==> src/hw/rtl/sqn_pkg.sv <==
package sqn_pkg;

    // Output length limit and the width of the emitted-byte counter.
    localparam int MAX_LEN = 4095;
    localparam int CNT_W   = $clog2(MAX_LEN + 1);

    // Reported length field.
    localparam int LEN_W   = 12;
    localparam int LEN_CAP = 4095;

    // Result queue.
    localparam int Q_DEPTH = 4;
    localparam int Q_PTR_W = $clog2(Q_DEPTH);
    localparam int Q_CNT_W = $clog2(Q_DEPTH + 1);

    localparam logic [7:0] CH_QUOTE  = 8'h27;
    localparam logic [7:0] CH_BSLASH = 8'h5C;
    localparam logic [7:0] CH_DASH   = 8'h2D;
    localparam logic [7:0] CH_LF     = 8'h0A;
    localparam logic [7:0] CH_SPACE  = 8'h20;
    localparam logic [7:0] CH_TAB    = 8'h09;
    localparam logic [7:0] CH_VT     = 8'h0B;
    localparam logic [7:0] CH_FF     = 8'h0C;
    localparam logic [7:0] CH_CR     = 8'h0D;
    localparam logic [7:0] CH_LOW_A  = 8'h61;
    localparam logic [7:0] CH_LOW_Z  = 8'h7A;
    localparam logic [7:0] CASE_OFS  = 8'h20;

    typedef struct packed {
        logic [7:0]       out_byte;
        logic             byte_valid;
        logic             end_mark;
        logic [LEN_W-1:0] out_length;
    } sqn_res_t;

    // Up to two results produced by one accepted word.
    typedef struct packed {
        logic [1:0] num;
        sqn_res_t   res0;
        sqn_res_t   res1;
    } sqn_push_t;

    function automatic logic [LEN_W-1:0] sat_len(input logic [CNT_W-1:0] c);
        logic [31:0] wide;
        wide = 32'(c);
        if (wide > 32'(LEN_CAP)) begin
            sat_len = LEN_W'(LEN_CAP);
        end else begin
            sat_len = wide[LEN_W-1:0];
        end
    endfunction

    function automatic logic is_ws(input logic [7:0] b);
        is_ws = (b == CH_SPACE) || (b == CH_TAB) || (b == CH_LF) ||
                (b == CH_VT) || (b == CH_FF) || (b == CH_CR);
    endfunction

endpackage

==> src/hw/rtl/sqn_core.sv <==
module sqn_core
    import sqn_pkg::*;
(
    input  logic       aclk,
    input  logic       aresetn,
    input  logic       accept,
    input  logic [7:0] in_byte,
    input  logic       in_last,
    output sqn_push_t  push
);

    logic             lit_reg, lit_next;
    logic             comment_reg, comment_next;
    logic             lws_reg, lws_next;
    logic             bs_reg, bs_next;
    logic             dash_reg, dash_next;
    logic [CNT_W-1:0] cnt_reg, cnt_next;

    logic             flush;
    logic             cur_emit;
    logic [7:0]       cur_byte;
    logic             active;
    logic [CNT_W-1:0] cnt_after_dash;
    logic [CNT_W-1:0] cnt_p1;
    logic [CNT_W-1:0] cnt_p2;
    sqn_res_t         dash_res;
    sqn_res_t         cur_res;

    assign active = 32'(cnt_reg) < 32'(MAX_LEN);
    assign cnt_p1 = cnt_reg + CNT_W'(1);
    assign cnt_p2 = cnt_reg + CNT_W'(2);

    always_comb begin
        lit_next       = lit_reg;
        comment_next   = comment_reg;
        lws_next       = lws_reg;
        bs_next        = bs_reg;
        dash_next      = dash_reg;
        flush          = 1'b0;
        cur_emit       = 1'b0;
        cur_byte       = in_byte;
        cnt_after_dash = cnt_reg;

        if (active) begin
            bs_next = (in_byte == CH_BSLASH);
            if (comment_reg) begin
                if (in_byte == CH_LF) begin
                    comment_next = 1'b0;
                end
            end else begin
                if (dash_reg) begin
                    dash_next = 1'b0;
                    if (in_byte == CH_DASH) begin
                        comment_next = 1'b1;
                    end else begin
                        flush    = 1'b1;
                        lws_next = 1'b0;
                    end
                end
                cnt_after_dash = cnt_reg + CNT_W'(flush);
                // A second dash opens a comment and emits nothing.
                if (!(dash_reg && in_byte == CH_DASH) &&
                    32'(cnt_after_dash) < 32'(MAX_LEN)) begin
                    if (in_byte == CH_QUOTE && !bs_reg) begin
                        lit_next = !lit_reg;
                        cur_emit = 1'b1;
                        lws_next = 1'b0;
                    end else if (lit_reg) begin
                        cur_emit = 1'b1;
                        lws_next = 1'b0;
                    end else if (in_byte == CH_DASH) begin
                        if (in_last) begin
                            cur_emit = 1'b1;
                            lws_next = 1'b0;
                        end else begin
                            dash_next = 1'b1;
                        end
                    end else if (is_ws(in_byte)) begin
                        if (!lws_reg) begin
                            cur_emit = 1'b1;
                            cur_byte = CH_SPACE;
                            lws_next = 1'b1;
                        end
                    end else begin
                        cur_emit = 1'b1;
                        lws_next = 1'b0;
                        if (in_byte >= CH_LOW_A && in_byte <= CH_LOW_Z) begin
                            cur_byte = in_byte - CASE_OFS;
                        end
                    end
                end
            end
        end

        cnt_next = cnt_reg + CNT_W'(flush) + CNT_W'(cur_emit);

        dash_res.out_byte   = CH_DASH;
        dash_res.byte_valid = 1'b1;
        dash_res.end_mark   = 1'b0;
        dash_res.out_length = sat_len(cnt_p1);

        cur_res.out_byte    = cur_byte;
        cur_res.byte_valid  = 1'b1;
        cur_res.end_mark    = 1'b0;
        cur_res.out_length  = flush ? sat_len(cnt_p2) : sat_len(cnt_p1);

        push.num  = 2'(flush) + 2'(cur_emit);
        push.res0 = flush ? dash_res : cur_res;
        push.res1 = cur_res;

        if (in_last) begin
            case (push.num)
                2'd0: begin
                    push.num             = 2'd1;
                    push.res0.out_byte   = 8'h00;
                    push.res0.byte_valid = 1'b0;
                    push.res0.end_mark   = 1'b1;
                    push.res0.out_length = sat_len(cnt_reg);
                end
                2'd1: push.res0.end_mark = 1'b1;
                default: push.res1.end_mark = 1'b1;
            endcase
            lit_next     = 1'b0;
            comment_next = 1'b0;
            lws_next     = 1'b1;
            bs_next      = 1'b0;
            dash_next    = 1'b0;
            cnt_next     = '0;
        end
    end

    always_ff @(posedge aclk) begin
        if (!aresetn) begin
            lit_reg     <= 1'b0;
            comment_reg <= 1'b0;
            lws_reg     <= 1'b1;
            bs_reg      <= 1'b0;
            dash_reg    <= 1'b0;
            cnt_reg     <= '0;
        end else if (accept) begin
            lit_reg     <= lit_next;
            comment_reg <= comment_next;
            lws_reg     <= lws_next;
            bs_reg      <= bs_next;
            dash_reg    <= dash_next;
            cnt_reg     <= cnt_next;
        end
    end

    // The counter never passes the limit.
    a_cnt_bound: assert property (@(posedge aclk) disable iff (!aresetn)
        32'(cnt_reg) <= 32'(MAX_LEN))
        else $error("emitted count beyond limit");

    // A final word always closes the query and returns the modes to reset.
    a_last_clears: assert property (@(posedge aclk) disable iff (!aresetn)
        accept && in_last |=> cnt_reg == '0 && !lit_reg && !comment_reg && !dash_reg)
        else $error("state not cleared after final word");

    // A comment and a held dash never coexist.
    a_modes_excl: assert property (@(posedge aclk) disable iff (!aresetn)
        !(comment_reg && dash_reg))
        else $error("comment and held dash both set");

endmodule

==> src/hw/rtl/sqn_outq.sv <==
module sqn_outq
    import sqn_pkg::*;
(
    input  logic       aclk,
    input  logic       aresetn,
    input  logic       push_en,
    input  sqn_push_t  push,
    output logic       room,
    output logic       m_valid,
    input  logic       m_ready,
    output sqn_res_t   head
);

    sqn_res_t             mem [Q_DEPTH];
    logic [Q_PTR_W-1:0]   wr_ptr_reg;
    logic [Q_PTR_W-1:0]   rd_ptr_reg;
    logic [Q_CNT_W-1:0]   count_reg;
    logic [1:0]           push_num;
    logic                 pop;

    assign push_num = push_en ? push.num : 2'd0;
    assign m_valid  = (count_reg != '0);
    assign pop      = m_valid && m_ready;
    // Space for two results is kept free before a new word is taken.
    assign room     = 32'(count_reg) <= 32'(Q_DEPTH - 2);
    assign head     = mem[rd_ptr_reg];

    always_ff @(posedge aclk) begin
        if (push_num != 2'd0) begin
            mem[wr_ptr_reg] <= push.res0;
        end
        if (push_num == 2'd2) begin
            mem[wr_ptr_reg + Q_PTR_W'(1)] <= push.res1;
        end
    end

    always_ff @(posedge aclk) begin
        if (!aresetn) begin
            wr_ptr_reg <= '0;
            rd_ptr_reg <= '0;
            count_reg  <= '0;
        end else begin
            wr_ptr_reg <= wr_ptr_reg + Q_PTR_W'(push_num);
            rd_ptr_reg <= rd_ptr_reg + Q_PTR_W'(pop);
            count_reg  <= count_reg + Q_CNT_W'(push_num) - Q_CNT_W'(pop);
        end
    end

    a_no_overflow: assert property (@(posedge aclk) disable iff (!aresetn)
        32'(count_reg) <= 32'(Q_DEPTH))
        else $error("result queue overflow");

    // A word that yields no result is still taken, so only room is required.
    a_push_room: assert property (@(posedge aclk) disable iff (!aresetn)
        push_en |-> room)
        else $error("push without room");

endmodule

==> src/hw/rtl/sql_query_text_normalizer.sv <==
// A result word enters the result queue when its input word is accepted and is offered on
// the m_ side from the queue head. Throughput: one input word per cycle while s_ready is
// high; a word that yields two results (a flushed dash plus the current byte) fills two
// queue entries. s_ready follows the fill level of the four-entry result queue.
// Reset: synchronous, active low; resets all mode bits and clears the count and the queue.
module sql_query_text_normalizer
    import sqn_pkg::*;
(
    input  logic             aclk,
    input  logic             aresetn,
    input  logic             s_valid,
    output logic             s_ready,
    input  logic [7:0]       s_in_byte,
    input  logic             s_in_last,
    output logic             m_valid,
    input  logic             m_ready,
    output logic [7:0]       m_out_byte,
    output logic             m_byte_valid,
    output logic             m_end_mark,
    output logic [LEN_W-1:0] m_out_length
);

    logic      accept;
    logic      room;
    sqn_push_t push;
    sqn_res_t  head;

    assign s_ready = room;
    assign accept  = s_valid && room;

    sqn_core u_core (
        .aclk    (aclk),
        .aresetn (aresetn),
        .accept  (accept),
        .in_byte (s_in_byte),
        .in_last (s_in_last),
        .push    (push)
    );

    sqn_outq u_outq (
        .aclk    (aclk),
        .aresetn (aresetn),
        .push_en (accept),
        .push    (push),
        .room    (room),
        .m_valid (m_valid),
        .m_ready (m_ready),
        .head    (head)
    );

    assign m_out_byte   = head.out_byte;
    assign m_byte_valid = head.byte_valid;
    assign m_end_mark   = head.end_mark;
    assign m_out_length = head.out_length;

endmodule

==> config.mk <==
export PLATFORM = sky130hd
export DESIGN_NAME = sql_query_text_normalizer
export DESIGN_NICKNAME = d
export VERILOG_FILES = /design/src/hw/rtl/sqn_pkg.sv /design/src/hw/rtl/sqn_core.sv /design/src/hw/rtl/sqn_outq.sv /design/src/hw/rtl/sql_query_text_normalizer.sv
export SDC_FILE = /design/constraint.sdc
export NUM_CORES = 1
export LEC_CHECK = 0
export ABC_CLOCK_PERIOD_IN_PS = 4800
export BUFFER_PORTS_ARGS = -buffer_cell sky130_fd_sc_hd__buf_2
export CAP_MARGIN = 20
export CORE_ASPECT_RATIO = 0.7
export CORE_MARGIN = 1.5
export CORE_UTILIZATION = 56
export DETAILED_ROUTE_END_ITERATION = 7
export PLACE_DENSITY = 0.79
export SLEW_MARGIN = 20
export SYNTH_ARGS = -nofsm -noshare
export SYNTH_HDL_FRONTEND = slang
export SYNTH_SLANG_ARGS = --single-unit
==> constraint.sdc <==
create_clock -name aclk -period 4.8 [get_ports aclk]
set_input_delay 0.48 -clock aclk [delete_from_list [all_inputs] [get_ports aclk]]
set_output_delay 0.48 -clock aclk [all_outputs]
set_load 0.03 [all_outputs]
* Word-level counts from Yosys, hierarchy flattened
Memory sizes are Yosys's and may differ from the RTL's. A register that Yosys moved wholly into a read port is not among the register bits.
Cells that the tools add are included.
** Operators by class
- Magnitude comparators :: 5
- $add $sub $neg :: 12
- Reductions and logical operators :: 24
- Muxes and demuxes :: 69
- Equality and inequality tests :: 12
** Operators with widths (count)
- 2-to-1 mux 8 bit :: 9
- 2-to-1 mux 1 bit :: 52
- equality test 8 x 4 -> 1 bit, second input constant :: 5
- adder 12 x 1 -> 12 bit :: 3
- 2-to-1 mux 12 bit :: 3
- equality test 8 x 6 -> 1 bit, second input constant :: 3
- less-than comparator 12 bit, second input constant :: 2
- 2-to-1 mux 24 bit :: 1
- 2-to-1 mux 22 bit :: 1
- adder 12 x 1 -> 12 bit, second input constant :: 1
- adder 12 x 2 -> 12 bit, second input constant :: 1
- 2-to-1 mux 11 bit :: 1
- equality test 8 x 7 -> 1 bit, second input constant :: 1
- greater-or-equal comparator 8 x 7 -> 1 bit, second input constant :: 1
- <= comparator 8 x 7 -> 1 bit, second input constant :: 1
- nonzero test 2 bit :: 4
- subtractor 8 x 6 -> 8 bit, second input constant :: 1
- logical AND 1 bit :: 6
- logical OR 1 bit :: 5
- AND reduction 5 bit :: 1
- 2-to-1 mux 2 bit :: 2
- adder 3 x 2 -> 3 bit :: 1
- <= comparator 3 x 2 -> 1 bit, second input constant :: 1
- logical NOT 1 bit :: 3
- other kinds (13) :: 13
** Word-level totals
- Input bits :: 13
- Bits in writable memories :: 88
- Word-level logic and storage cells :: 132
- Memories kept :: 1
- Output and inout port bits :: 24
- Flip-flop bits (word level) :: 24
** Memory list
- u_outq.mem :: words 4, width 22, read ports 1, clocked after memory_dff 1, wr ports 2, RTL line sqn_outq.sv:14 : sqn_res_t mem [Q_DEPTH];

* Depth between registers and ports, before layout
Gate-level depths: netlist of the first run.
- Depth in word-level cells :: 22
- Mapped depth :: 20
- Mapped depth without buffers :: 18

* Cells and area by module
Synthesis of the first run repeated with hierarchy kept, for this count alone.
** Unflattened totals
- Cells, all modules :: 538
- Area, all modules :: 6789.0 um2
** By module, submodules not included
- sqn_outq :: cells each 265, times used 1, area an instance 4772.1 um2, seq. area each 2782.7 um2
- sqn_core :: cells each 272, times used 1, area an instance 2010.7 um2, seq. area each 340.3 um2
- sql_query_text_normalizer :: cells each 1, times used 1, area an instance 6.3 um2, seq. area each 0.0 um2

* Least setup slack after synthesis of the first run
OpenSTA, ideal clock, no wires.
- Path kind :: input port to flip-flop
- Start :: input port s_in_byte[6]
- End :: memory u_outq.mem[3][5] in the netlist's numbering (data pin)
- Data arrival time :: 4597 ps
- Stages :: 18
- Setup time :: 268 ps
- Data required time :: 4532 ps
- Buffers on the path :: 2
- Path slack :: -64 ps
- Path through :: clkbuf_1 -> or4b_1 -> o21ai_0 -> inv_1 -> ha_1 -> ha_1 -> xnor2_1 -> nor4bb_1 -> o211a_1 -> nor2_1 -> and3_1 -> ha_1 -> or3_1 -> clkbuf_1 -> nand4_1 -> nand2_1 -> a211oi_1 -> o22ai_1
** RTL lines
- start: declaration :: RTL line sql_query_text_normalizer.sv:13 : input logic [7:0] s_in_byte,
- end: declaration :: RTL line sqn_outq.sv:14

==> metrics list, run 1 <==
- Slew Viols, Final: 0
- Row count: 32
- In the synthesized netlist, the number of instances is between 600 and 700.
* RSZ-0062 raised after global routing: no
- Maximum number of pins on one net before global-route repair: 23
* DRC errors left: 0
- Static leakage power: 2.642 nW
- 0 antenna diodes ended up in the layout.
* Root buf cell: sky130_fd_sc_hd__clkbuf_16
- In this run the post-CTS setup repair buffer count came out at 0.
- Crit end category: flop
- Of all nets on the critical path, the largest fanout is 6.
- In this run the count of I/O pins placed on the die edge is 37.
- Post-synthesis net count: around 670
- Capture endpoint of the worst hold path: u_outq.count_reg[0]
- Core region area: about 0.011 mm2
- Netlist area before placement: between 0.006 and 0.007 mm2
- The worst register-to-register path has a setup slack of approximately 700 ps.
- In the global route stage, overall resource usage came out at approximately 31%.
- Max VDD drop: between 0.3 and 0.4 mV
- Data required, critical path: roughly 4900 ps
* Timing-limited maximum frequency: 214.8 MHz
- Clock edge transition at the registers on the reported setup and hold paths: approximately 70 ps
- The layout has roughly 900 filler cells.
- Area after detailed placement: just over 0.007 mm2
- Fraction of the cycle the final worst path needs: 97.01%
- Power spread over the standard cell area amounts to approximately 400 mW/mm2.
* Final setup skew: roughly 6.4 ps
* Count of vias placed by the detailed router: ~5600
- Initial Utilization: between 50% and 60%
* Storage element area: 0.003083 mm2
- TritonCTS built the clock tree.
- Detailed placer's ending HPWL: about 14000 um
- The worst path needs 4656 ps of the cycle, external delays included.
- For this block, the initial DRC count from the detailed router was between 700 and 800.
* Worst slew slack as a fraction of its limit: between 40% and 50%
- The path class of the tightest hold or removal check is in2reg.
- From bottom edge to top edge, the die measures between 90 and 100 um.
- The number of hold buffers added after CTS was 0.
- Yosys mapped a number of flops with a built-in enable equal to 84.
- At the end of the flow, the number of nets in the layout was 710.
- Yosys printed 0 warnings.
* Seq/Total Area, Yosys: 46.64%
* Cells on Worst Hold Path: 2
- Min Hold Slack: 395.4 ps
- The number of global-route vias before repair is about 5300.
- Post-cts repair resize count: 0
- # port buffers: 36
- Deepest clock path buffer count: 2
- The number of antenna violations at the first check in global routing is 0.
* Startpoint type of the worst setup path: primary input
- Area of the multi-input gates: ~0.0032 mm2
- Status: finished, final reports clean
- Clock sinks: ~110
* Proportion of layout cells with a drive suffix above 1: 20.94%
- The endpoint identified for the worst register-to-register timing path is u_outq.mem[1][9].
- At the later pin of the worst-skew pair, clock insertion delay measures between 300 and 400 ps.
* Wire length per cell: 22.52 um
* Max FFs per register: between 80 and 90
- The startpoint identified for the worst register-to-register timing path is u_core.dash_reg.
* Total of flip-flops plus latches after synthesis: approximately 110
- Floorplan die area: around 0.012 mm2
- Max-Cap Viols: 0
- Post-synth top flop: sky130_fd_sc_hd__edfxtp_1
- STA puts the critical path data arrival time at approximately 4700 ps.
- Final Hold Fails: 0
- The routed design has about 19000 um of wire.
* Final-report setup violation count: 0
- H-tree lvl count: 3
* P&R area growth vs syn: 11.85%
- First-pass GRT wire length: 29410 um
- Iteration count of the initial detailed-routing pass: 6
- Synth async-reset ratio: 0%
- Counting distinct cell types in the post-synthesis netlist gives just over 60.
* Number of cell instances on the worst register-to-register path: 16
- In this run the most critical hold path is launched from aresetn.
- At the end of routability-driven placement, the weighted congestion stood at 0.9808.
- The setup path with the least slack is of type in2reg.
- Drt via density: 6.711
* Sum of overflow across all layers after global routing: 0
* Fin area: roughly 0.0074 mm2
- In this run the mean area of a mapped cell was a little over 10 um2.
- The number of clock buffers added by TritonCTS is 9.
- The floorplan step set the die width to 132.9 um.
- Number of antenna-violating nets in the routed design: 0
* Actual slew at the worst max-slew pin: roughly 800 ps
==> routing by layer <==
metal  vias to the layer above  GRT usage (%)  share of wire [%]
met4                         0          9.249                1.8
li1                       2508              -                  -
met3                        31          8.360                 13
met5                         -              0                  0
met1                      2710          45.68                 44
met2                       361          45.62                 42
==> synthesized netlist by cell type, types with 4 or more instances <==
cell type / instances / area [um2]
sky130_fd_sc_hd__o21ai_0: 37 / 185.2
sky130_fd_sc_hd__nand2_1: 48 / 180.2
sky130_fd_sc_hd__a211oi_1: 10 / 75.07
sky130_fd_sc_hd__a211o_1: 4 / 35.03
sky130_fd_sc_hd__dfxtp_1: 28 / 560.5
sky130_fd_sc_hd__o32ai_1: 8 / 70.07
sky130_fd_sc_hd__nand4_1: 9 / 56.30
sky130_fd_sc_hd__mux4_2: 22 / 495.5
sky130_fd_sc_hd__a21oi_1: 28 / 140.1
sky130_fd_sc_hd__edfxtp_1: 84 / 2522
sky130_fd_sc_hd__nor2_1: 54 / 202.7
sky130_fd_sc_hd__buf_2: 5 / 25.02
sky130_fd_sc_hd__nor3_1: 9 / 45.04
sky130_fd_sc_hd__or2_2: 5 / 31.28
sky130_fd_sc_hd__a22o_1: 4 / 35.03
sky130_fd_sc_hd__nand3_1: 20 / 100.1
sky130_fd_sc_hd__or3_1: 7 / 43.79
sky130_fd_sc_hd__and2_1: 18 / 112.6
sky130_fd_sc_hd__a21boi_0: 5 / 37.54
sky130_fd_sc_hd__xnor2_1: 14 / 122.6
sky130_fd_sc_hd__buf_1: 7 / 26.28
sky130_fd_sc_hd__xor2_1: 8 / 70.07
sky130_fd_sc_hd__o22ai_1: 35 / 219.0
sky130_fd_sc_hd__a31o_2: 12 / 105.1
sky130_fd_sc_hd__nand2b_1: 6 / 37.54
sky130_fd_sc_hd__o311ai_0: 5 / 43.79
sky130_fd_sc_hd__o31ai_1: 12 / 90.09
sky130_fd_sc_hd__and3_1: 9 / 56.30
sky130_fd_sc_hd__ha_1: 17 / 212.7
sky130_fd_sc_hd__clkbuf_1: 31 / 116.4
sky130_fd_sc_hd__nor2b_1: 8 / 50.05
sky130_fd_sc_hd__inv_1: 21 / 78.83
sky130_fd_sc_hd__a2bb2oi_1: 4 / 35.03
==> cells by family (layout without fill, tap and decap cells) <==
kind of cell / Yosys count / after routing / synth area share, %
xor+xnor: 22 / 22 / 2.915
compound gates: 181 / 181 / 18.38
flops: 112 / 112 / 46.64
buf+inv: 70 / 117 / 4.524
fa+ha+maj: 19 / 19 / 3.824
simple gates: 208 / 208 / 15.84
mux: 24 / 24 / 7.874
==> area by class of cell <==
cell class / count / share of cell area [%]
multi-input combinational: 454 / 43.85
sequential: 112 / 41.70
timing repair buffer: 79 / 6.803
clock buffer: 10 / 3.097
tap: 153 / 2.589
inverter: 22 / 1.117
clock inverter: 6 / 0.8462
==> worst max path at each step <==
stage,startpoint,endpoint,slack [ps]
floorplan,s_in_byte[6],u_outq.mem[2][7],50
global placement,s_in_byte[4],u_outq.mem[3][9],40
detailed placement,s_in_byte[4],u_outq.mem[1][9],-190
CTS,s_in_byte[4],u_outq.mem[1][9],190
global route,s_in_byte[4],u_outq.mem[1][9],60
finish,s_in_byte[4],u_outq.mem[1][9],140
==> cells in the final DEF (no fill, tap or decap), types with 3 or more instances in the layout <==
cell,instances
sky130_fd_sc_hd__buf_4,43
sky130_fd_sc_hd__nor3_1,9
sky130_fd_sc_hd__nand2_1,45
sky130_fd_sc_hd__a211o_1,4
sky130_fd_sc_hd__buf_2,36
sky130_fd_sc_hd__a21oi_1,28
sky130_fd_sc_hd__dfxtp_1,28
sky130_fd_sc_hd__a31o_2,12
sky130_fd_sc_hd__a21boi_1,3
sky130_fd_sc_hd__o31ai_1,12
sky130_fd_sc_hd__nor4_1,3
sky130_fd_sc_hd__nand2_2,3
sky130_fd_sc_hd__o32ai_1,8
sky130_fd_sc_hd__o21ai_0,36
sky130_fd_sc_hd__a21boi_0,5
sky130_fd_sc_hd__ha_1,17
sky130_fd_sc_hd__or3_1,7
sky130_fd_sc_hd__o22ai_1,34
sky130_fd_sc_hd__nor2b_1,8
sky130_fd_sc_hd__edfxtp_1,84
sky130_fd_sc_hd__nand4b_1,3
sky130_fd_sc_hd__nand2b_1,6
sky130_fd_sc_hd__nor2_1,54
sky130_fd_sc_hd__a22o_1,4
sky130_fd_sc_hd__a211oi_1,10
sky130_fd_sc_hd__mux4_2,22
sky130_fd_sc_hd__and3_1,9
sky130_fd_sc_hd__nand4_1,9
sky130_fd_sc_hd__o311ai_0,5
sky130_fd_sc_hd__xor2_1,8
sky130_fd_sc_hd__a2bb2oi_1,4
sky130_fd_sc_hd__inv_1,21
sky130_fd_sc_hd__nand3_1,20
sky130_fd_sc_hd__xnor2_1,14
sky130_fd_sc_hd__and2_1,18
sky130_fd_sc_hd__clkbuf_16,9
sky130_fd_sc_hd__or2_2,5
==> critical path, cell delays in order <==
cell	delay, ps
sky130_fd_sc_hd__buf_2	110
sky130_fd_sc_hd__or4b_1	600
sky130_fd_sc_hd__o21ai_1	210
sky130_fd_sc_hd__inv_1	100
sky130_fd_sc_hd__ha_1	210
sky130_fd_sc_hd__ha_1	230
sky130_fd_sc_hd__xnor2_1	140
sky130_fd_sc_hd__nor4bb_1	340
sky130_fd_sc_hd__o211a_1	240
sky130_fd_sc_hd__nor2_1	60
sky130_fd_sc_hd__and3_1	180
sky130_fd_sc_hd__ha_1	330
sky130_fd_sc_hd__or3_1	460
sky130_fd_sc_hd__nand4_1	280
sky130_fd_sc_hd__o22ai_1	200
sky130_fd_sc_hd__a22o_1	220
sky130_fd_sc_hd__nand2_1	180
sky130_fd_sc_hd__o21ai_0	160
==> power breakdown <==
part           internal [mW]  total, mW  leakage (nW)  switching [mW]
Clock                  0.367      0.737         0.142           0.371
Sequential              1.16       1.22          1.01          0.0575
Combinational          0.376       1.00          1.49           0.625
==> stage by stage <==
stage / TNS, ps / worst slack, ps / power [mW] / instances / utilization [%]
floorplan: 0 / 51.24 / 1.948 / 636 / -
global placement: 0 / 43.24 / 2.199 / 820 / 63.07
detailed placement: -1887 / -187.3 / 2.230 / 820 / 63.07
CTS: 0 / 186.5 / 2.958 / 836 / 65.66
global route: 0 / 56.40 / 3.077 / 836 / 65.71
finish: 0 / 143.5 / 2.956 / 836 / 65.71
Power figures use the tool's default switching activity.
==> run 2: changes to the inputs <==
Settings changed: CORE_MARGIN 1.5 to 2, REMOVE_ABC_BUFFERS set to 1.
==> run 2 against run 1 <==
Net effect: combinational power about the same; die area increased by 1.8%; first-iteration DRC count increased by 12%; sequential power barely moved; core utilization down 1.6 points; register-to-register slack better by 70 ps.
==> metrics list, run 2 (synthesis results as in run 1) <==
- The number of buffers inserted during clock tree synthesis was 9 (unchanged).
* Gp weighted congestion: 0.9985 (was 0.9808)
* DRC errors left: 0 (unchanged)
- The power density of the placed cells is 399.0 mW/mm2 (was 399.8 mW/mm2).
* IO Count: 37 (unchanged)
- The category of the critical setup timing path is in2reg (unchanged).
* Fraction of the cycle the final worst path needs: 93.60% (was 97.01%)
- The vias per cell was 6.694 (was 6.711).
* Slew Viols, Final: 0 (unchanged)
* Total instance count after detailed placement: 830 (was 820)
* Fin area: 0.007438 mm2 (was 0.007393 mm2)
- Status: finished, final reports clean (unchanged)
* Area after detailed placement: 0.007138 mm2 (was 0.007096 mm2)
* CTS Hold Buffers Added: 0 (unchanged)
- Data required, critical path: 4940 ps (was 4880 ps)
- Clock edge transition at the registers on the reported setup and hold paths: 80 ps (was 70 ps)
- Clock sinks: 112 (unchanged)
- Final setup skew: 6.677 ps (was 6.357 ps)
* Max FFs per register: 88 (unchanged)
- The initial cell density of the core came to 56.97% (was 58.75%).
- The total track usage came to 31.07% (was 31.25%).
- The total of endpoints with negative setup slack in the final report came to 0 (unchanged).
* Max VDD drop: 0.2855 mV (was 0.3331 mV)
- RSZ-0062 raised after global routing: no (unchanged)
* Proportion of layout cells with a drive suffix above 1: 21.34% (was 20.94%)
- Minimum setup slack in the final design: 307.4 ps (was 143.5 ps)
* First-pass GRT wire length: 29900 um (was 29410 um)
- The total routed wirelength was 19090 um (was 18830 um).
* Number of antenna-violating nets in the routed design: 0 (unchanged)
- Sum of overflow across all layers after global routing: 0 (unchanged)
- Detailed placer's ending HPWL: 14010 um (was 13590 um)
- Startpoint type of the worst setup path: primary input (unchanged)
- The TritonCTS clock tree was done (unchanged).
- Vias in the first global route: 5366 (was 5333)
- The busiest layer in global routing is met2 (was met1).
- Count of non-filler cells in the finished layout: 846 (was 836)
- Crit path max fanout: 8 (was 6)
- Leading cell type in the layout, fill and taps excluded: sky130_fd_sc_hd__edfxtp_1 (unchanged)
* Chip height: 94.90 um (was 93.90 um)
* Wire length per cell: 22.56 um (was 22.52 um)
- The latest clock arrival within the worst-skew pair was 360 ps (about the same).
- Final Hold Fails: 0 (unchanged)
- The area inside the core boundary is 0.01160 mm2 (was 0.01125 mm2).
- Floorplan die area: 0.01270 mm2 (was 0.01248 mm2)
- Deepest clock path buffer count: 2 (unchanged)
- The final critical delay including setup and external delays was 4493 ps (was 4656 ps).
- Maximum number of pins on one net before global-route repair: 23 (unchanged)
* Iteration count of the initial detailed-routing pass: 5 (was 6)
- Crit end category: flop (unchanged)
- Die Width: 133.9 um (was 132.9 um)
- Top library cells by usage in the layout, fill and taps aside: 84 x sky130_fd_sc_hd__edfxtp_1, 54 x sky130_fd_sc_hd__nor2_1, 49 x sky130_fd_sc_hd__buf_4, 47 x sky130_fd_sc_hd__nand2_1, 36 x sky130_fd_sc_hd__buf_2 (was 84 x sky130_fd_sc_hd__edfxtp_1, 54 x sky130_fd_sc_hd__nor2_1, 45 x sky130_fd_sc_hd__nand2_1, 43 x sky130_fd_sc_hd__buf_4).
* Path class of the lowest-slack min-delay path: in2reg (unchanged)
- Diode count: 0 (unchanged)
- Row count: 33 (was 32)
- The worst setup timing slack at the placement stage came to -39.61 ps (was -187.3 ps).
- # port buffers: 36 (unchanged)
* GRT met2 Usage: 46.50% (was 45.62%)
* P&R area growth vs syn: 12.53% (was 11.85%)
- The top achievable clock speed is 222.6 MHz (was 214.8 MHz).
- The max-cap check violation count is 0 (unchanged).
- The number of DRC markers in iteration 0 is 788 (was 705).
- Fin nets: 716 (was 710)
* Worst slew slack as a fraction of its limit: 41.51% (was 47.30%)
* GR met1 Demand/Resource: 45.66% (was 45.68%)
- H-tree lvl count: 3 (unchanged)
* GRT met3 Usage: 8.374% (was 8.360%)
- The cell at the root of the clock tree is sky130_fd_sc_hd__clkbuf_16 (unchanged).
- Count of vias placed by the detailed router: 5663 (was 5610)
- The transition at the pin with the smallest max-transition slack is 877.4 ps (was 790.4 ps).
- Static leakage power: 2.676 nW (was 2.642 nW)
- Crit path DAT: 4630 ps (was 4740 ps)
- Antenna violations before repair: 0 (unchanged)
- The number of buffers inserted by post-CTS setup repair is 0 (unchanged).
run 2: cell type report:
cell class                      instances  area (um2)
Tap cell                              157       196.4
Clock inverter                          6       62.56
Fill cell                             924        4164
Multi-Input combinational cell        454        3237
Clock buffer                           10       229.0
Timing Repair Buffer                   85       548.0
Sequential cell                       112        3083
Inverter                               22       82.58
run 2: repair_timing:
action                                 CTS  global route
setup endpoints to repair                0             8
endpoints found under the hold margin    0             0
gates resized for setup                  0             4
run 2: worst paths after layout:
path | from | to | slack (ps) | cells past startpoint
worst max-delay path | s_in_byte[7] | u_outq.mem[2][11] | 310 | 19
worst min register to register | u_outq.mem[0][13] | u_outq.mem[0][13] | 480 | 2
worst max register to register | u_core.dash_reg | u_outq.mem[2][11] | 770 | 17
worst min-delay path | aresetn | u_outq.rd_ptr_reg[0] | 400 | 2
run 2: power by group:
part / internal [mW] / switching (mW) / total, mW
clock: 0.367 / 0.371 / 0.738
sequential: 1.16 / 0.0469 / 1.21
combinational: 0.387 / 0.637 / 1.02
total: 1.91 / 1.05 / 2.97
run 2: critical path, stage by stage:
cell                       delay [ps]
sky130_fd_sc_hd__buf_2            120
sky130_fd_sc_hd__or4b_1           530
sky130_fd_sc_hd__o21ai_1          200
sky130_fd_sc_hd__inv_1            100
sky130_fd_sc_hd__ha_1             210
sky130_fd_sc_hd__ha_1             220
sky130_fd_sc_hd__xnor2_1          130
sky130_fd_sc_hd__nor4bb_1         320
sky130_fd_sc_hd__o211a_1          230
sky130_fd_sc_hd__nor2_1            90
sky130_fd_sc_hd__and3_1           200
sky130_fd_sc_hd__ha_1             330
sky130_fd_sc_hd__nand2b_1         110
sky130_fd_sc_hd__nand2_1          120
sky130_fd_sc_hd__buf_4            200
sky130_fd_sc_hd__o22ai_1          290
sky130_fd_sc_hd__a22o_1           200
sky130_fd_sc_hd__nand2_1          150
sky130_fd_sc_hd__o31ai_1          380
run 2: metrics by stage:
| step | utilization (%) | hold slack [ps] | total power [mW] | TNS, ps |
|---|---|---|---|---|
| 2_1_floorplan | - | 432.5 | 1.928 | -874.8 |
| 3_3_place_gp | 61.52 | 450.7 | 2.217 | 0 |
| 3_5_place_dp | 61.52 | 459.4 | 2.243 | -124.9 |
| 4_1_cts | 64.04 | 400.2 | 2.966 | 0 |
| 5_1_grt | 64.11 | 413.3 | 3.089 | 0 |
| 6_report | 64.11 | 400.2 | 2.968 | 0 |
run 2: routing by layer:
metal,routed length [um],vias up,part of all wire [%]
met3,2297,25,12
met1,8267,2757,43
li1,-,2517,-
met4,206,0,1.1
met2,8316,364,44
met5,0,-,0
==> run 3: changes to the inputs <==
Settings changed: BUFFER_PORTS_ARGS -buffer_cell sky130_fd_sc_hd__buf_2 to -buffer_cell sky130_fd_sc_hd__buf_4, CELL_PAD_IN_SITES_DETAIL_PLACEMENT set to 1, CELL_PAD_IN_SITES_GLOBAL_PLACEMENT set to 2, CORE_UTILIZATION 56 to 37.
==> run 3 against run 2 <==
Net effect: sequential power up 5%; fmax down 0.75%; non-clock buffer count up 8; sequential cell count unchanged; critical endpoint is now u_outq.mem[3][1]; critical path type unchanged; global-route usage down 7.1 points; worst hold slack worse by 53 ps.
==> metrics list, run 3 (synthesis results as in run 1) <==
- The number of endpoints with negative hold slack in the final report is 0 (unchanged).
- The wire length of the first global-routing pass was 33860 um (was 29900 um).
- Iteration-0 DRC count of the detailed router: 522 (was 788)
- Timing-limited maximum frequency: 220.9 MHz (was 222.6 MHz)
- The maximum fanout encountered on the critical timing path is 6 (was 8).
* Path class of the lowest-slack min-delay path: in2reg (unchanged)
* Clock edge transition at the registers on the reported setup and hold paths: 80 ps (about the same)
- The cell count of the worst reg-to-reg path was 16 (was 17).
- The routed wire length per instance came to 23.69 um (was 22.56 um).
- The number of rows created at floorplan was 40 (was 33).
- Iteration count of the initial detailed-routing pass: 5 (unchanged)
- Max VDD drop: 0.3199 mV (was 0.2855 mV)
* Max FFs per register: 88 (unchanged)
* Chip height: 115.8 um (was 94.90 um)
* Root buf cell: sky130_fd_sc_hd__clkbuf_16 (unchanged)
- Status: finished, final reports clean (unchanged).
- Antenna violations before repair: 0 (unchanged)
- The worst endpoint required time was 4940 ps (about the same).
- The initial cell density of the core is 38.17% (was 56.97%).
* Area after detailed placement: 0.007395 mm2 (was 0.007138 mm2)
* Die Width: 163.8 um (was 133.9 um)
- The setup total negative slack came to 0 ps (unchanged).
- The count of placed standard cells including taps is 912 (was 830).
- The number of buffers inserted by post-CTS setup repair was 0 (unchanged).
- The power density of the placed cells is 401.2 mW/mm2 (was 399.0 mW/mm2).
- Worst slew slack as a fraction of its limit: 33.99% (was 41.51%)
- The setup slack of the critical path after layout is 273.3 ps (was 307.4 ps).
- The number of global-route vias before repair was 5738 (was 5366).
- The final core area utilization came to 44.44% (was 64.11%).
- Leading cell type in the layout, fill and taps excluded: sky130_fd_sc_hd__buf_4 (was sky130_fd_sc_hd__edfxtp_1)
- Top library cells by usage in the layout, fill and taps aside: 92 x sky130_fd_sc_hd__buf_4, 84 x sky130_fd_sc_hd__edfxtp_1, 54 x sky130_fd_sc_hd__nor2_1, 48 x sky130_fd_sc_hd__nand2_1, 36 x sky130_fd_sc_hd__o21ai_0 (was 84 x sky130_fd_sc_hd__edfxtp_1, 54 x sky130_fd_sc_hd__nor2_1, 49 x sky130_fd_sc_hd__buf_4, 47 x sky130_fd_sc_hd__nand2_1, 36 x sky130_fd_sc_hd__buf_2).
* Drt via density: 6.041 (was 6.694)
- Overall Global Routing Usage: 23.98% (was 31.07%)
- The count of input and output buffers is 36 (unchanged).
- The TritonCTS clock tree is done (unchanged).
- The number of diodes is 0 (unchanged).
- DRC errors left: 0 (unchanged)
* Maximum number of pins on one net before global-route repair: 24 (was 23)
* Cells on Worst Hold Path: 2 (unchanged)
- The HPWL after detailed placement is 16690 um (was 14010 um).
* Max-Cap Viols: 0 (unchanged)
- Slew Viols, Final: 0 (unchanged)
- The largest clock skew in the final design is 14.06 ps (was 6.677 ps).
* RSZ-0062 raised after global routing: no (unchanged)
- The worst hold-check slack came to 346.8 ps (was 400.2 ps).
- The H-tree depth is 3 (unchanged).
* Setup WS pre-CTS: -166.4 ps (was -39.61 ps)
- Number of antenna-violating nets in the routed design: 0 (unchanged)
- The layout overhead on the synthesized area came to 16.43% (was 12.53%).
- Fin nets: 724 (was 716)
- The total of endpoints with negative setup slack in the final report was 0 (unchanged).
- Static leakage power: 2.752 nW (was 2.676 nW)
* IO Count: 37 (unchanged)
* Fin area: 0.007696 mm2 (was 0.007438 mm2)
- Proportion of layout cells with a drive suffix above 1: 22.38% (was 21.34%)
- Number of filler cells placed in the layout: 1944 (was 924)
- The residual overflow from global routing was 0 (unchanged).
* Core region area: 0.01732 mm2 (was 0.01160 mm2)
- The final period utilization is 94.31% (was 93.60%).
- The area of the die is 0.01897 mm2 (was 0.01270 mm2).
- The latest clock arrival within the worst-skew pair came to 370 ps (was 360 ps).
- The number of buffers inserted during clock tree synthesis came to 9 (unchanged).
* Overall power of the completed layout: 3.087 mW (was 2.968 mW)
- Tmin final: 4527 ps (was 4493 ps)
* Routed wire length: 21990 um (was 19090 um)
- The clock net sink count came to 112 (unchanged).
- The post-route non-filler standard cell count is 928 (was 846).
- Startpoint type of the worst setup path: primary input (unchanged)
- Setup CP Type: in2reg (unchanged)
- Count of vias placed by the detailed router: 5606 (was 5663)
- Deepest clock path buffer count: 2 (unchanged)
- Crit path DAT: 4660 ps (was 4630 ps)
- Crit end category: flop (unchanged)
* Gp weighted congestion: 0.9144 (was 0.9985)
- Actual slew at the worst max-slew pin: 990.2 ps (was 877.4 ps)
run 3: cell count changes in the layout (fill, tap and decap cells not counted), sizes merged:
cell | before | now
buf | 85 | 93
clkbuf | 10 | 9
inv | 25 | 26
run 3: what timing repair did:
| action | 4_1_cts | 5_1_grt |
|---|---|---|
| endpoints found under the setup margin | 0 | 6 |
| hold buffers | 0 | 0 |
| gates resized for setup | 0 | 2 |
run 3: cell type report:
class | instances | area [um2] | share of cell area, %
Inverter | 22 | 82.58 | 1.073
Clock inverter | 7 | 70.07 | 0.9104
Sequential cell | 112 | 3084 | 40.07
Tap cell | 231 | 289.0 | 3.755
Timing Repair Buffer | 93 | 710.7 | 9.234
Multi-Input combinational cell | 454 | 3234 | 42.03
Clock buffer | 9 | 225.2 | 2.926
run 3: path summary, 6_finish.rpt:
path,to,slack [ps],start
setup / recovery,u_outq.mem[3][1],270,s_in_byte[4]
hold / removal,u_outq.wr_ptr_reg[0],350,aresetn
setup reg to reg,u_outq.mem[3][1],780,u_core.dash_reg
hold reg to reg,u_core.bs_reg,490,u_core.bs_reg
run 3: critical path, cell delays in order:
cell and delay [ps]:
sky130_fd_sc_hd__buf_4 110, sky130_fd_sc_hd__or4b_1 570, sky130_fd_sc_hd__o21ai_1 230, sky130_fd_sc_hd__inv_1 90, sky130_fd_sc_hd__ha_1 200, sky130_fd_sc_hd__ha_1 220
sky130_fd_sc_hd__xnor2_1 130, sky130_fd_sc_hd__nor4bb_1 340, sky130_fd_sc_hd__o211a_1 220, sky130_fd_sc_hd__nor2_1 50, sky130_fd_sc_hd__and3_1 170, sky130_fd_sc_hd__ha_1 330
sky130_fd_sc_hd__or3_1 470, sky130_fd_sc_hd__nand4_1 260, sky130_fd_sc_hd__nor2_1 180, sky130_fd_sc_hd__o21ai_0 240, sky130_fd_sc_hd__o311ai_0 180, sky130_fd_sc_hd__buf_4 180
run 3: power breakdown:
part           switching, mW  internal, mW  total [mW]
clock                  0.396         0.369       0.764
combinational          0.605         0.446        1.05
sequential             0.111          1.16        1.27
total                   1.11          1.98        3.09
run 3: routing by layer:
| metal | up-vias | global-route usage, % | wire length (um) |
|---|---|---|---|
| met5 | - | 0 | 0 |
| met3 | 29 | 4.331 | 1433 |
| met2 | 217 | 35.83 | 9501 |
| li1 | 2534 | - | - |
| met4 | 0 | 7.018 | 396 |
| met1 | 2826 | 35.55 | 10660 |
